**src/rumps_pkg.sv**
```systemverilog
// ----------------------------------------------------------------------------
// rumps_pkg
// Shared sizes, types and codes of the rectangle update prefix search core.
// ----------------------------------------------------------------------------
`timescale 1ns / 1ps

package rumps_pkg;

  localparam int MAX_ROWS    = 1024;
  localparam int MAX_COLS    = 1024;
  localparam int MAX_UPDATES = 65536;

  localparam int DIM_W      = 11;
  localparam int CRN_W      = DIM_W + 1;
  localparam int AMT_W      = 32;
  localparam int SUM_W      = 64;
  localparam int CFG_W      = 32;
  localparam int ROW_AW     = $clog2(MAX_ROWS);
  localparam int COL_AW     = $clog2(MAX_COLS);
  localparam int CELL_AW    = ROW_AW + COL_AW;
  localparam int CELL_DEPTH = MAX_ROWS * MAX_COLS;
  localparam int UPD_AW     = $clog2(MAX_UPDATES);
  localparam int CNT_W      = $clog2(MAX_UPDATES + 1);
  localparam int SRCH_W     = CNT_W + 1;

  localparam logic OP_CELL = 1'b0;
  localparam logic OP_RECT = 1'b1;

  typedef enum logic [1:0] {
    CFG_ROWS = 2'd0,
    CFG_COLS = 2'd1,
    CFG_THR  = 2'd2
  } cfg_idx_t;

  typedef struct packed {
    logic        [DIM_W-1:0] r1;
    logic        [DIM_W-1:0] c1;
    logic        [DIM_W-1:0] r2;
    logic        [DIM_W-1:0] c2;
    logic signed [AMT_W-1:0] amt;
  } upd_t;

  typedef enum logic [10:0] {
    ST_IDLE   = 11'b000_0000_0001,
    ST_CLEAR  = 11'b000_0000_0010,
    ST_PICK   = 11'b000_0000_0100,
    ST_APPLY  = 11'b000_0000_1000,
    ST_UWAIT  = 11'b000_0001_0000,
    ST_CRN_RD = 11'b000_0010_0000,
    ST_CRN_WR = 11'b000_0100_0000,
    ST_SWEEP  = 11'b000_1000_0000,
    ST_DRAIN  = 11'b001_0000_0000,
    ST_DECIDE = 11'b010_0000_0000,
    ST_OUTQ   = 11'b100_0000_0000
  } state_t;

endpackage

```
**src/rumps_cell.sv**
```systemverilog
// ----------------------------------------------------------------------------
// rumps_cell
// Prefix sum step for one cell and its threshold check.
// ----------------------------------------------------------------------------
`timescale 1ns / 1ps

module rumps_cell import rumps_pkg::*; (
  input  logic signed [SUM_W-1:0] diff_val,
  input  logic signed [SUM_W-1:0] col_in,
  input  logic signed [SUM_W-1:0] row_in,
  input  logic signed [AMT_W-1:0] base_val,
  input  logic signed [AMT_W-1:0] thr,
  output logic signed [SUM_W-1:0] col_out,
  output logic signed [SUM_W-1:0] row_out,
  output logic                    low
);

  logic signed [SUM_W-1:0] total;

  // column running sum, then row running sum over columns
  assign col_out = col_in + diff_val;
  assign row_out = row_in + col_out;
  assign total   = row_out + SUM_W'(base_val);
  assign low     = total < SUM_W'(thr);

endmodule

```
**config.mk**
```make
export PLATFORM = sky130hd
export DESIGN_NAME = rumps_cell
export DESIGN_NICKNAME = d
export VERILOG_FILES = /design/src/rumps_pkg.sv /design/src/rumps_cell.sv
export SDC_FILE = /design/constraint.sdc
export NUM_CORES = 1
export LEC_CHECK = 0
export BUFFER_PORTS_ARGS = -buffer_cell sky130_fd_sc_hd__buf_2
export CAP_MARGIN = 30
export CORE_AREA = 2 2 206 208
export DETAILED_ROUTE_END_ITERATION = 10
export DIE_AREA = 0 0 208 210
export PLACE_DENSITY = 0.49
export SYNTH_ARGS = -nofsm -noshare
export SYNTH_HDL_FRONTEND = slang
export SYNTH_SLANG_ARGS = --single-unit
export TNS_END_PERCENT = 30
```
**constraint.sdc**
```tcl
create_clock -name vclk -period 15.2
set_input_delay 3.04 -clock vclk [all_inputs]
set_output_delay 3.04 -clock vclk [all_outputs]
set_load 0.02 [all_outputs]
```
==> results of run 1 <==
cells by family (layout without fill, tap and decap cells):
family	Yosys count	in the layout	share of synthesized area
xor gates and xnor gates	178	178	0.129
buffers and inverters	157	560	0.0483
muxes	1	1	0.000814
AOI/OAI and AO/OA	684	684	0.368
and+or+nand+nor	461	461	0.186
other	0	7	0
adders and majority gates	262	262	0.268
Yosys cell counts (all sizes together) (3+ instances only):
cell     count
ha         259
a21oi      214
a21o       144
nand2      127
o21ai      120
xnor2      110
inv        104
nor2       103
xor2        67
nand4       54
clkbuf      50
o21bai      46
nand3       44
a31oi       25
nor2b       22
nor3        20
and2        19
and3        19
nand2b      19
o21a        18
a211oi      15
a221oi      14
a221o       10
o211ai      10
and4         9
a2111oi      8
a311oi       7
a41oi        6
o221ai       6
a21boi       5
nor4         5
o31ai        5
or2          5
a31o         4
o2111ai      4
o311ai       4
or3          4
buf          3
fa           3
o211a        3
o41ai        3
layer usage:
| layer | GRT usage | wire (um) | vias to the layer above |
|---|---|---|---|
| met5 | 0 | 49 | - |
| met4 | 0.0465 | 1170 | 8 |
| met3 | 0.0134 | 1740 | 60 |
| met2 | 0.351 | 22500 | 344 |
| met1 | 0.297 | 23800 | 6629 |
| li1 | - | - | 7342 |
final timing paths:
| check | start | cells past startpoint | end |
|---|---|---|---|
| setup / recovery | diff_val[0] | 49 | low |
| hold / removal | col_in[0] | 3 | col_out[0] |
repair_timing:
item | CTS | global route
gates resized for setup | 0 | 98
buffers inserted | 0 | 17
setup endpoints to repair | 0 | 1
metrics by stage:
| step | utilization | TNS [ns] | setup slack, ns | hold WS [ns] | instances |
|---|---|---|---|---|---|
| 6_report | 0.377 | 0 | 0.392 | 6.45 | 2692 |
| 5_1_grt | 0.377 | -0.0775 | -0.0775 | 6.46 | 2690 |
| 4_1_cts | 0.364 | 0 | 0.00700 | 6.46 | 2668 |
| 3_5_place_dp | 0.364 | 0 | 0.0634 | 6.46 | 2668 |
| 3_3_place_gp | 0.364 | 0 | 0.133 | 6.44 | 2668 |
| 2_1_floorplan | - | 0 | 0.530 | 6.30 | 1743 |
area by class of cell:
| cell class | count | area (um2) | area share |
|---|---|---|---|
| multi-input cells | 1586 | 12100 | 0.773 |
| repair buffers | 456 | 2460 | 0.158 |
| well taps | 539 | 674 | 0.0432 |
| inverters | 104 | 390 | 0.0250 |
| diodes | 7 | 17.5 | 0.00112 |
critical path: cells and delay by family:
family	cells	cell delay (ns)
muxes	1	0.25
and+or+nand+nor	14	1.98
adders and majority gates	5	1.57
xor gates and xnor gates	2	0.22
buffers and inverters	4	0.49
AOI/OAI and AO/OA	23	4.18
==> out/qor.txt, run 1 <==
DP HPWL: 43,700 um
Slew Viols, Final: 0
most used cells in the layout excluding fill and tap cells: 384 x buf_2, 246 x ha_1, 199 x a21oi_1
post-synthesis sequential area ratio: 0
Reg area: 0 um2
worst-margin pin slew: 0.834 ns
top cell type's share of synthesized area: 0.263
Crit path top cell by count: a21o_1
Nets: 2,666
Max-slew headroom: 0.444
crit-path max cell delay: 0.54 ns
Setup crit start kind: input pin
minimum clock period: 14.81 ns
synthesized net count: 2,261
Routed WL: 49,200 um
Fmax: 0.0675 GHz
status: finished clean
Syn Inst Count: 1,743
I/O pins: 385
# port buffers: 385
Post-Syn Area: 12,300 um2
largest net degree at the start of global routing: 40
Critical Path RT: 12.16 ns
ratio of cells with drive above 1 in the final layout: 0.260
seq_cells: 0
crit path kind: in -> out
Avg Cell Area, Syn: 7.06 um2
wire per inst: 18.3 um
Worst path slowest cell: or4_1
total die area: 43,700 um2
Die Ht: 210 um
num rows: 75
initial antenna violation count: 9
Fill cells: 4,538
drc violations: 0
Netlist cell types: 83
Finished Cell Area: 15,600 um2
first-pass GRT wire length: 75,400 um
synth-to-layout area growth: 27.0%
vias per cell: 5.34
cts-stage hold buffer count: 0
worst hold path type: in -> out
vias in the first global route: 13,972
Synth area leader: ha_1
clock buf count: 0
# setup viols final: 0
Tot GR Track Use: 0.210
Ys Warns: 0
Core ar.: 41,500 um2
Area contributors post-synth: ha_1 26%, a21oi_1 8.7%, a21o_1 8.4%, xnor2_1 7.8%, xor2_1 4.8%
Initial Util: 0.297
total of max-cap violations: 0
die width: 208 um
commonest non-fill, non-tap cell in the layout: buf_2
Critical Path AT: 11.77 ns
period utilization: 0.974
Final ANT Viol Nets: 0
DRT iter0 DRCs: 862
gp weighted congestion: 0.932
total number of vias: 14,383
Crit. End Element: output pin
placed inst area: 15,100 um2
CP max FO: 5
router iterations before antenna repair: 5
Final Hold Fails: 0
GRT overflow: 0
==> run 2: changes to the inputs <==
--- a/config.mk
+++ b/config.mk
@@ -11,6 +11,7 @@
 export DETAILED_ROUTE_END_ITERATION = 10
 export DIE_AREA = 0 0 208 210
 export PLACE_DENSITY = 0.49
+export RECOVER_POWER = 25
 export SYNTH_ARGS = -nofsm -noshare
 export SYNTH_HDL_FRONTEND = slang
 export SYNTH_SLANG_ARGS = --single-unit
==> run 2 against run 1 <==
  * Count of clock-buffer cells in the layout is the same
  * Fmax is essentially flat
  * Critical path depth is the same
  * Die area is the same
  * Sequential share of layout area is the same
  * Hold slack gained 0.076 ns
  * Critical path type unchanged
==> out/qor.txt, run 2 (same netlist as run 1, synthesis figures left out) <==
DRT iter0 DRCs: 869
DP HPWL: 43,700 um
num rows: 75
router iterations before antenna repair: 5
Core ar.: 41,500 um2
minimum clock period: 14.81 ns
ratio of cells with drive above 1 in the final layout: 0.259
initial antenna violation count: 9
GRT overflow: 0
# port buffers: 385
Tot GR Track Use: 0.210
Critical Path RT: 12.16 ns
commonest non-fill, non-tap cell in the layout: buf_2
I/O pins: 385
largest net degree at the start of global routing: 40
Critical path buffers and inverters: 4
Crit. End Element: output pin
Worst path slowest cell: or4_1
status: finished clean
vias in the first global route: 13,972
drc violations: 0
WHS Path Cells: 3
Max-slew headroom: 0.444
seq_cells: 0
fin cells: 2,692
total die area: 43,700 um2
slack of the critical path: 0.392 ns
vias per cell: 5.34
Final Hold Fails: 0
Reg area: 0 um2
hold_ws: 6.53 ns
Setup crit start kind: input pin
first-pass GRT wire length: 75,400 um
Crit path top cell by count: a21o_1
Slew Viols, Final: 0
crit path kind: in -> out
start point of the worst hold path: col_in[0]
Crit path max-delay family: compound AO/OA/AOI/OAI gates
hold path endpoint: col_out[0]
synth-to-layout area growth: 27.0%
Initial Util: 0.297
gp weighted congestion: 0.932
Nets: 2,666
Fill cells: 4,539
# setup viols final: 0
wire per inst: 18.3 um
total of max-cap violations: 0
Die Ht: 210 um
CP max FO: 5
Routed WL: 49,200 um
worst hold path type: in -> out
setup_tns: 0 ns
Final ANT Viol Nets: 0
Critical Path AT: 11.77 ns
total number of vias: 14,382
period utilization: 0.974
most used cells in the layout excluding fill and tap cells: 380 x buf_2, 246 x ha_1, 199 x a21oi_1
worst-margin pin slew: 0.834 ns
Fmax: 0.0675 GHz
placed insts: 2,668
worst slack, placed: 0.0634 ns
clock buf count: 0
die width: 208 um
crit-path max cell delay: 0.54 ns
run 2: cell count changes in the layout (fill, tap and decap cells not counted), sizes merged:
| cell | previous run | this run |
|---|---|---|
| buf | 456 | 452 |
| clkbuf | 0 | 4 |
run 2: worst max-delay path by stage:
stage	from	end	cells past startpoint
2_1_floorplan	diff_val[0]	low	46
3_3_place_gp	diff_val[0]	low	46
3_5_place_dp	diff_val[0]	low	46
4_1_cts	diff_val[0]	low	46
5_1_grt	diff_val[0]	low	49
6_report	diff_val[0]	low	49
run 2: final cells by class:
| cell class | count | area (um2) | share of cell area |
|---|---|---|---|
| Multi-Input combinational cell | 1586 | 12100 | 0.773 |
| Timing Repair Buffer | 456 | 2460 | 0.157 |
| Tap cell | 539 | 674 | 0.0432 |
| Inverter | 104 | 390 | 0.0250 |
| Antenna cell | 7 | 17.5 | 0.00112 |
run 2: what timing repair did:
item / CTS / global route
hold buffers: 0 / 0
buffers inserted: 0 / 17
endpoints found under the setup margin: 0 / 1
endpoints found under the hold margin: 0 / 0
resized for setup: 0 / 98
run 2: routing by layer:
metal / GRT usage / wire, um
met1: 0.297 / 23800
met4: 0.0465 / 1170
met5: 0 / 49
met2: 0.351 / 22500
met3: 0.0134 / 1750
run 2: per-stage QoR:
stage | util | area [um2]
global placement | 0.364 | 15100
floorplan | - | 12300
global route | 0.377 | 15600
finish | 0.377 | 15600
detailed placement | 0.364 | 15100
CTS | 0.364 | 15100
